`src/design/sspp_pkg.sv`:
```
// Types and constants shared by the servo status packet parser modules.
package sspp_pkg;

    localparam logic [7:0] SYNC_BYTE      = 8'hFF;
    localparam logic [7:0] LEN_OVERHEAD   = 8'd2;
    localparam logic [7:0] EXPECTED_ID_RST = 8'd1;

    typedef enum logic [2:0] {
        PH_HUNT   = 3'd0,
        PH_ID     = 3'd1,
        PH_LEN    = 3'd2,
        PH_STATUS = 3'd3,
        PH_PARAM  = 3'd4,
        PH_CHECK  = 3'd5
    } t_phase;

    typedef enum logic {
        KIND_PARAM   = 1'b0,
        KIND_VERDICT = 1'b1
    } t_kind;

    typedef enum logic [1:0] {
        VERD_OK       = 2'd0,
        VERD_WRONG_ID = 2'd1,
        VERD_CHECKSUM = 2'd2,
        VERD_STATUS   = 2'd3
    } t_verdict;

    typedef struct packed {
        t_kind      kind;
        logic [7:0] param_byte;
        logic [7:0] param_index;
        t_verdict   verdict;
        logic [7:0] status_byte;
        logic [7:0] packet_length;
    } t_result;

endpackage

```
`src/design/servo_status_packet_parser.sv`:
```
// Top level of the servo status packet parser.
// The parser takes one received word per clock, unless o_in_stall holds it, and hunts
// for two 0xFF sync words, then checks the id, takes length and status, emits each
// parameter word with its index, and closes the packet with a verdict word (ok, wrong
// id, checksum error, status error). Each result is registered in the output buffer;
// one result register plus one skid entry sit behind a framing state machine, so the
// input is stalled only while both hold results.
module servo_status_packet_parser (
    input  logic       i_clk,
    input  logic       i_rst_n,
    input  logic       i_cfg_we,
    input  logic [7:0] i_cfg_data,
    input  logic       i_in_valid,
    output logic       o_in_stall,
    input  logic [7:0] i_rx_byte,
    output logic       o_out_valid,
    input  logic       i_out_stall,
    output logic       o_kind,
    output logic [7:0] o_param_byte,
    output logic [7:0] o_param_index,
    output logic [1:0] o_verdict,
    output logic [7:0] o_status_byte,
    output logic [7:0] o_packet_length
);
    import sspp_pkg::*;

    logic    in_accept;
    logic    has_result;
    logic    buf_full;
    t_result core_result;
    t_result out_result;

    assign o_in_stall = buf_full;
    assign in_accept  = i_in_valid && !buf_full;

    sspp_core u_core (
        .i_clk        (i_clk),
        .i_rst_n      (i_rst_n),
        .i_accept     (in_accept),
        .i_byte       (i_rx_byte),
        .i_cfg_we     (i_cfg_we),
        .i_cfg_data   (i_cfg_data),
        .o_has_result (has_result),
        .o_result     (core_result)
    );

    sspp_out_buf u_out_buf (
        .i_clk   (i_clk),
        .i_rst_n (i_rst_n),
        .i_push  (has_result),
        .i_data  (core_result),
        .i_stall (i_out_stall),
        .o_valid (o_out_valid),
        .o_full  (buf_full),
        .o_data  (out_result)
    );

    assign o_kind          = out_result.kind;
    assign o_param_byte    = out_result.param_byte;
    assign o_param_index   = out_result.param_index;
    assign o_verdict       = out_result.verdict;
    assign o_status_byte   = out_result.status_byte;
    assign o_packet_length = out_result.packet_length;

endmodule

```
`src/design/sspp_core.sv`:
```
// Packet framing state machine that turns one received word into at most one result.
module sspp_core (
    input  logic             i_clk,
    input  logic             i_rst_n,
    input  logic             i_accept,
    input  logic [7:0]       i_byte,
    input  logic             i_cfg_we,
    input  logic [7:0]       i_cfg_data,
    output logic             o_has_result,
    output sspp_pkg::t_result o_result
);
    import sspp_pkg::*;

    t_phase     r_phase, n_phase;
    logic       r_last_sync, n_last_sync;
    logic [7:0] r_length, n_length;
    logic [7:0] r_status, n_status;
    logic [7:0] r_sum, n_sum;
    logic [7:0] r_left, n_left;
    logic [7:0] r_expected_id;
    logic [7:0] param_count;

    always_ff @(posedge i_clk) begin
        if (!i_rst_n) begin
            r_phase       <= PH_HUNT;
            r_last_sync   <= 1'b0;
            r_length      <= '0;
            r_status      <= '0;
            r_sum         <= '0;
            r_left        <= '0;
            r_expected_id <= EXPECTED_ID_RST;
        end else begin
            r_phase     <= n_phase;
            r_last_sync <= n_last_sync;
            r_length    <= n_length;
            r_status    <= n_status;
            r_sum       <= n_sum;
            r_left      <= n_left;
            if (i_cfg_we) begin
                r_expected_id <= i_cfg_data;
            end
        end
    end

    assign param_count = (r_length > LEN_OVERHEAD) ? (r_length - LEN_OVERHEAD) : '0;

    always_comb begin
        n_phase      = r_phase;
        n_last_sync  = r_last_sync;
        n_length     = r_length;
        n_status     = r_status;
        n_sum        = r_sum;
        n_left       = r_left;
        o_has_result = 1'b0;
        o_result     = '0;
        if (i_accept) begin
            case (r_phase)
                PH_ID: begin
                    if (i_byte != r_expected_id) begin
                        o_has_result     = 1'b1;
                        o_result.kind    = KIND_VERDICT;
                        o_result.verdict = VERD_WRONG_ID;
                        n_phase          = PH_HUNT;
                        n_last_sync      = 1'b0;
                    end else begin
                        n_sum   = i_byte;
                        n_phase = PH_LEN;
                    end
                end
                PH_LEN: begin
                    n_length = i_byte;
                    n_sum    = r_sum + i_byte;
                    n_left   = (i_byte > LEN_OVERHEAD) ? (i_byte - LEN_OVERHEAD) : '0;
                    n_phase  = PH_STATUS;
                end
                PH_STATUS: begin
                    n_status = i_byte;
                    n_sum    = r_sum + i_byte;
                    n_phase  = (r_left != '0) ? PH_PARAM : PH_CHECK;
                end
                PH_PARAM: begin
                    o_has_result           = 1'b1;
                    o_result.kind          = KIND_PARAM;
                    o_result.param_byte    = i_byte;
                    o_result.param_index   = param_count - r_left;
                    o_result.verdict       = VERD_OK;
                    o_result.status_byte   = r_status;
                    o_result.packet_length = r_length;
                    n_sum                  = r_sum + i_byte;
                    n_left                 = r_left - 8'd1;
                    if (r_left == 8'd1) begin
                        n_phase = PH_CHECK;
                    end
                end
                PH_CHECK: begin
                    o_has_result           = 1'b1;
                    o_result.kind          = KIND_VERDICT;
                    o_result.status_byte   = r_status;
                    o_result.packet_length = r_length;
                    if (~r_sum != i_byte) begin
                        o_result.verdict = VERD_CHECKSUM;
                    end else if (r_status != '0) begin
                        o_result.verdict = VERD_STATUS;
                    end else begin
                        o_result.verdict = VERD_OK;
                    end
                    n_phase     = PH_HUNT;
                    n_last_sync = 1'b0;
                end
                default: begin
                    n_phase     = PH_HUNT;
                    n_last_sync = 1'b0;
                    if (i_byte == SYNC_BYTE) begin
                        if (r_last_sync) begin
                            n_phase = PH_ID;
                        end else begin
                            n_last_sync = 1'b1;
                        end
                    end
                end
            endcase
        end
    end

endmodule

```
`src/design/sspp_out_buf.sv`:
```
// Output register with a skid entry so input words keep flowing while a result waits.
module sspp_out_buf (
    input  logic              i_clk,
    input  logic              i_rst_n,
    input  logic              i_push,
    input  sspp_pkg::t_result i_data,
    input  logic              i_stall,
    output logic              o_valid,
    output logic              o_full,
    output sspp_pkg::t_result o_data
);
    import sspp_pkg::*;

    logic    r_main_valid, n_main_valid;
    logic    r_skid_valid, n_skid_valid;
    t_result r_main, n_main;
    t_result r_skid, n_skid;
    logic    pop;

    assign pop     = r_main_valid && !i_stall;
    assign o_valid = r_main_valid;
    assign o_full  = r_skid_valid;
    assign o_data  = r_main;

    always_comb begin
        n_main_valid = r_main_valid;
        n_skid_valid = r_skid_valid;
        n_main       = r_main;
        n_skid       = r_skid;
        if (!r_main_valid || pop) begin
            if (r_skid_valid) begin
                n_main       = r_skid;
                n_main_valid = 1'b1;
                n_skid_valid = 1'b0;
            end else begin
                n_main       = i_data;
                n_main_valid = i_push;
            end
        end else if (i_push) begin
            n_skid       = i_data;
            n_skid_valid = 1'b1;
        end
    end

    always_ff @(posedge i_clk) begin
        if (!i_rst_n) begin
            r_main_valid <= 1'b0;
            r_skid_valid <= 1'b0;
        end else begin
            r_main_valid <= n_main_valid;
            r_skid_valid <= n_skid_valid;
        end
    end

    always_ff @(posedge i_clk) begin
        r_main <= n_main;
        r_skid <= n_skid;
    end

endmodule

```
`config.mk`:
```
export PLATFORM = sky130hd
export DESIGN_NAME = servo_status_packet_parser
export DESIGN_NICKNAME = d
export VERILOG_FILES = /design/src/design/sspp_pkg.sv /design/src/design/servo_status_packet_parser.sv /design/src/design/sspp_core.sv /design/src/design/sspp_out_buf.sv
export SDC_FILE = /design/constraint.sdc
export NUM_CORES = 1
export LEC_CHECK = 0
export ABC_AREA = 1
export BUFFER_PORTS_ARGS = -buffer_cell sky130_fd_sc_hd__buf_2
export CORE_MARGIN = 4
export CORE_UTILIZATION = 55
export CTS_CLUSTER_SIZE = 20
export DETAILED_ROUTE_END_ITERATION = 12
export PLACE_DENSITY_LB_ADDON = 0.05
export REMOVE_ABC_BUFFERS = 1
export SLEW_MARGIN = 20
export SYNTH_ARGS = -nofsm -noshare
export SYNTH_HDL_FRONTEND = slang
export SYNTH_SLANG_ARGS = --single-unit
```
`constraint.sdc`:
```
create_clock -name i_clk -period 8.3 [get_ports i_clk]
set_clock_uncertainty 0.15 [all_clocks]
set_input_delay 1.245 -clock i_clk [delete_from_list [all_inputs] [get_ports i_clk]]
set_output_delay 1.245 -clock i_clk [all_outputs]
set_load 0.05 [all_outputs]
```
==> impl_metrics.csv <==
group,metric,value,unit
outcome,outcome,"completed",
synthesis,ys_seq_area_share,51.8,%
setup_path,cp-start-kind,"input pin",
synthesis,synthAdderAreaFrac,4.76,%
floorplanning,initial_core_util,56.6,%
timing,worst_pin_slew,0.595,ns
cts,path_clk_slew,0.06,ns
cts,hold_buffers,0,
cts,cts_tree,"done",
setup_path,required,8.33,ns
timing,slew_violations,0,
timing,period_minus_slack,2.92,ns
synthesis,synth_mux_area_share,0,%
setup_path,r2r_slack,5.55,ns
final_layout,fin_area,6790,µm²
placement,placed_area,6220,µm²
global_route,overflow,0,
cts,clk_latency,0.52,ns
setup_path,r2r-end,"u_out_buf.o_data[23]$_DFFE_PP_",
setup_path,cp_common_cell,"nand2_1",
setup_path,endpoint,"u_out_buf.r_skid[21]$_DFFE_PP_",
global_route,grt_pass1_wl,23.3,mm
synthesis,synth_warnings,0,
drt,routedWlPerCell,16.0,µm
floorplanning,die_x,111,µm
final_layout,layout-drive-gt1-share,15.8,%
setup_path,path_buf_inv,3,
drt,vias,4902,
drt,ant_nets,0,
setup_path,cp-end-kind,"register",
final_layout,final_cell_mix,"153 x nand2_1, 72 x inv_1, 72 x nor2_1",
synthesis,synth_top_family_by_area,"simple AND/OR/NAND/NOR gates",
final_layout,area_delta_synth_final,16.3,%
timing,tns,0,ns
drt,drc,0,
power_and_ir_drop,power.leakage,3.14,nW
timing,fmax,342,MHz
cts,cts_sinks,116,
synthesis,synth_cells,692,
cts,h-tree-depth,4,
global_route,antenna_found_initial,0,
placement,place.gp.congestion,0.912,
synthesis,synth_area_per_cell,8.44,µm²
power_and_ir_drop,vdd_drop_max,0.000112,V
floorplanning,die_h,111,µm
power_and_ir_drop,finalPower,0.00153,W
setup_path,rr_startpoint,"u_core.r_length[5]$_SDFFE_PN0P_",
placement,io_buffers,57,
setup_path,cp_num_cells,12,
setup_path,critical-path-top-delay-family,"simple AND/OR/NAND/NOR gates",
synthesis,synth_seq_cells,116,
final_layout,final_common_cell,"nand2_1",
timing,setup_violations,0,
global_route,grt_max_degree,40,
hold_path,hold_class,"reg -> reg",
timing,finalHoldViolCount,0,
floorplanning,rows,37,
setup_path,cpMaxStageDelayCell,"buf_4",
drt,drtIter0Drc,388,
floorplanning,core,10300,µm²
cts,cts-resized-gates,0,
final_layout,final_nets,793,
setup_path,critPathArrivalTime,2.95,ns
setup_path,worst-path-max-fanout,29,
setup_path,critical_path_class,"in -> reg",
timing,post-route-period-util,35.2,%
cts,cts_made_buffers,17,
drt,dr.pass1.iters,5,
setup_path,max_stage_delay,0.44,ns
synthesis,ys_types,36,
synthesis,synth-compound-area-share,12.2,%
placement,post-dp-hpwl,10.3,mm
global_route,track_usage,23.9,%
floorplanning,die-area,12300,µm²
cts,post_cts_buffers,0,
synthesis,synth-simple-area-share,21.8,%
job,maxCapViolCount,0,
floorplanning,num_io_pins,58,
cts,cts-root-buf,"clkbuf_8",
cts,cts_buffer_depth,2,
synthesis,yosys.area_share.xor_xnor,2.10,%
global_route,grt_pass1_vias,4792,
drt,via_per_inst,5.45,
timing,relSlewSlack,60.3,%
drt,routed_wl,14.4,mm
setup_path,crit_chain,"buf_2, inv_2, nand2_1, nand2_1, nand2_1, nor2_1, nand2_1, nand2_2, nand2_1, nand2_1, nor2_2, buf_4",
setup_path,reg2reg_depth,14,
final_layout,num_antenna_cells,0,
power_and_ir_drop,powerDensity,225,nW/µm²
setup_path,crit_start,"i_rx_byte[5]",
timing,rsz0062_at_grt,"no",
synthesis,synth_area,5840,µm²
## cells in the mapped netlist (all sizes together)
| cell | n | share of area [%] |
|---|---|---|
| inv | 87 | 5.6 |
| nand3 | 36 | 3.1 |
| o21bai | 1 | 0.13 |
| nand4 | 6 | 0.64 |
| nor3 | 20 | 1.7 |
| xor2 | 5 | 0.75 |
| fa | 2 | 0.69 |
| nor3b | 1 | 0.13 |
| edfxtp | 70 | 36 |
| a21o | 16 | 2.1 |
| nand2 | 162 | 11 |
| clkbuf | 10 | 0.64 |
| ha | 19 | 4.1 |
| a21oi | 47 | 4.2 |
| buf | 10 | 1.0 |
| dfxtp | 46 | 16 |
| o22ai | 2 | 0.21 |
| xnor2 | 9 | 1.3 |
| o21ai | 60 | 5.1 |
| nand3b | 1 | 0.13 |
| a31oi | 3 | 0.32 |
| or2 | 1 | 0.11 |
| nor2 | 76 | 5.1 |
| o31ai | 1 | 0.13 |
| clkinv | 1 | 0.064 |
## sequential cells by signal, indices dropped and copies added (netlist names), 3 cells and up
register and flops:
u_core.r_sum 8, u_core.r_phase 3, u_core.r_length 8, u_core.r_left 8
u_core.r_expected_id 8, u_out_buf.o_data 35, u_core.r_status 8, u_out_buf.r_skid 35
## cell families after synthesis
logic type,Yosys count
AOI/OAI and AO/OA,130
xor gates and xnor gates,14
buffers and inverters,108
and+or+nand+nor,303
adders and majority gates,21
DFF,116
## worst reg2reg max path, stage by stage (launching register included)
cell and delay [ns]:
dfxtp_1 0.31, inv_1 0.15, nand2_1 0.11, nor2_1 0.10
nand3_1 0.13, inv_1 0.18, nor2_1 0.07, ha_1 0.35
nand2_1 0.06, o21ai_0 0.31, nand2_1 0.13, o21bai_1 0.22
nand2_1 0.09, nand2_1 0.08, o21ai_1 0.06
## worst min-delay path by stage
stage          cells past startpoint  slack (ns)                         endpoint                             from
2_1_floorplan                      2        0.29  u_core.r_status[1]$_SDFFE_PN0P_  u_core.r_status[1]$_SDFFE_PN0P_
3_3_place_gp                       2        0.32     u_core.r_sum[6]$_SDFFE_PN0P_     u_core.r_sum[6]$_SDFFE_PN0P_
3_5_place_dp                       2        0.32     u_core.r_sum[6]$_SDFFE_PN0P_     u_core.r_sum[6]$_SDFFE_PN0P_
4_1_cts                            2        0.33     u_core.r_sum[6]$_SDFFE_PN0P_     u_core.r_sum[6]$_SDFFE_PN0P_
5_1_grt                            2        0.34     u_core.r_sum[6]$_SDFFE_PN0P_     u_core.r_sum[6]$_SDFFE_PN0P_
6_report                           2        0.33     u_core.r_sum[6]$_SDFFE_PN0P_     u_core.r_sum[6]$_SDFFE_PN0P_
## stage by stage
stage / worst slack (ns) / instances / hold WS (ns) / utilization [%]
after floorplan: 4.10 / 672 / 0.294 / -
after global placement: 4.94 / 868 / 0.316 / 60.3
after detailed placement: 4.86 / 868 / 0.318 / 60.3
after CTS: 5.39 / 900 / 0.327 / 65.8
after global routing: 5.18 / 900 / 0.345 / 65.8
final: 5.38 / 900 / 0.329 / 65.8
## metal layers
metal / track usage [%] / share of wire (%) / up-vias
met5: 0 / 0 / -
li1: - / - / 2421
met2: 42.3 / 50 / 186
met4: 10.7 / 3.5 / 0
met3: 5.40 / 6.3 / 40
met1: 27.7 / 40 / 2255
## layout make-up
class	count	area, µm²
Clock buffer	18	418
Clock inverter	14	154
Fill cell	838	3530
Inverter	88	333
Multi-Input combinational cell	468	2390
Sequential cell	116	3020
Tap cell	136	170
Timing Repair Buffer	60	308
## report_power, final
| group | switching (W) | total (W) | internal, W |
|---|---|---|---|
| clock | 0.000276 | 0.000706 | 0.000430 |
| combinational | 0.000131 | 0.000195 | 0.0000647 |
| sequential | 0.00000899 | 0.000627 | 0.000618 |
| total | 0.000416 | 0.00153 | 0.00111 |
(Power assumes the default switching activity.)
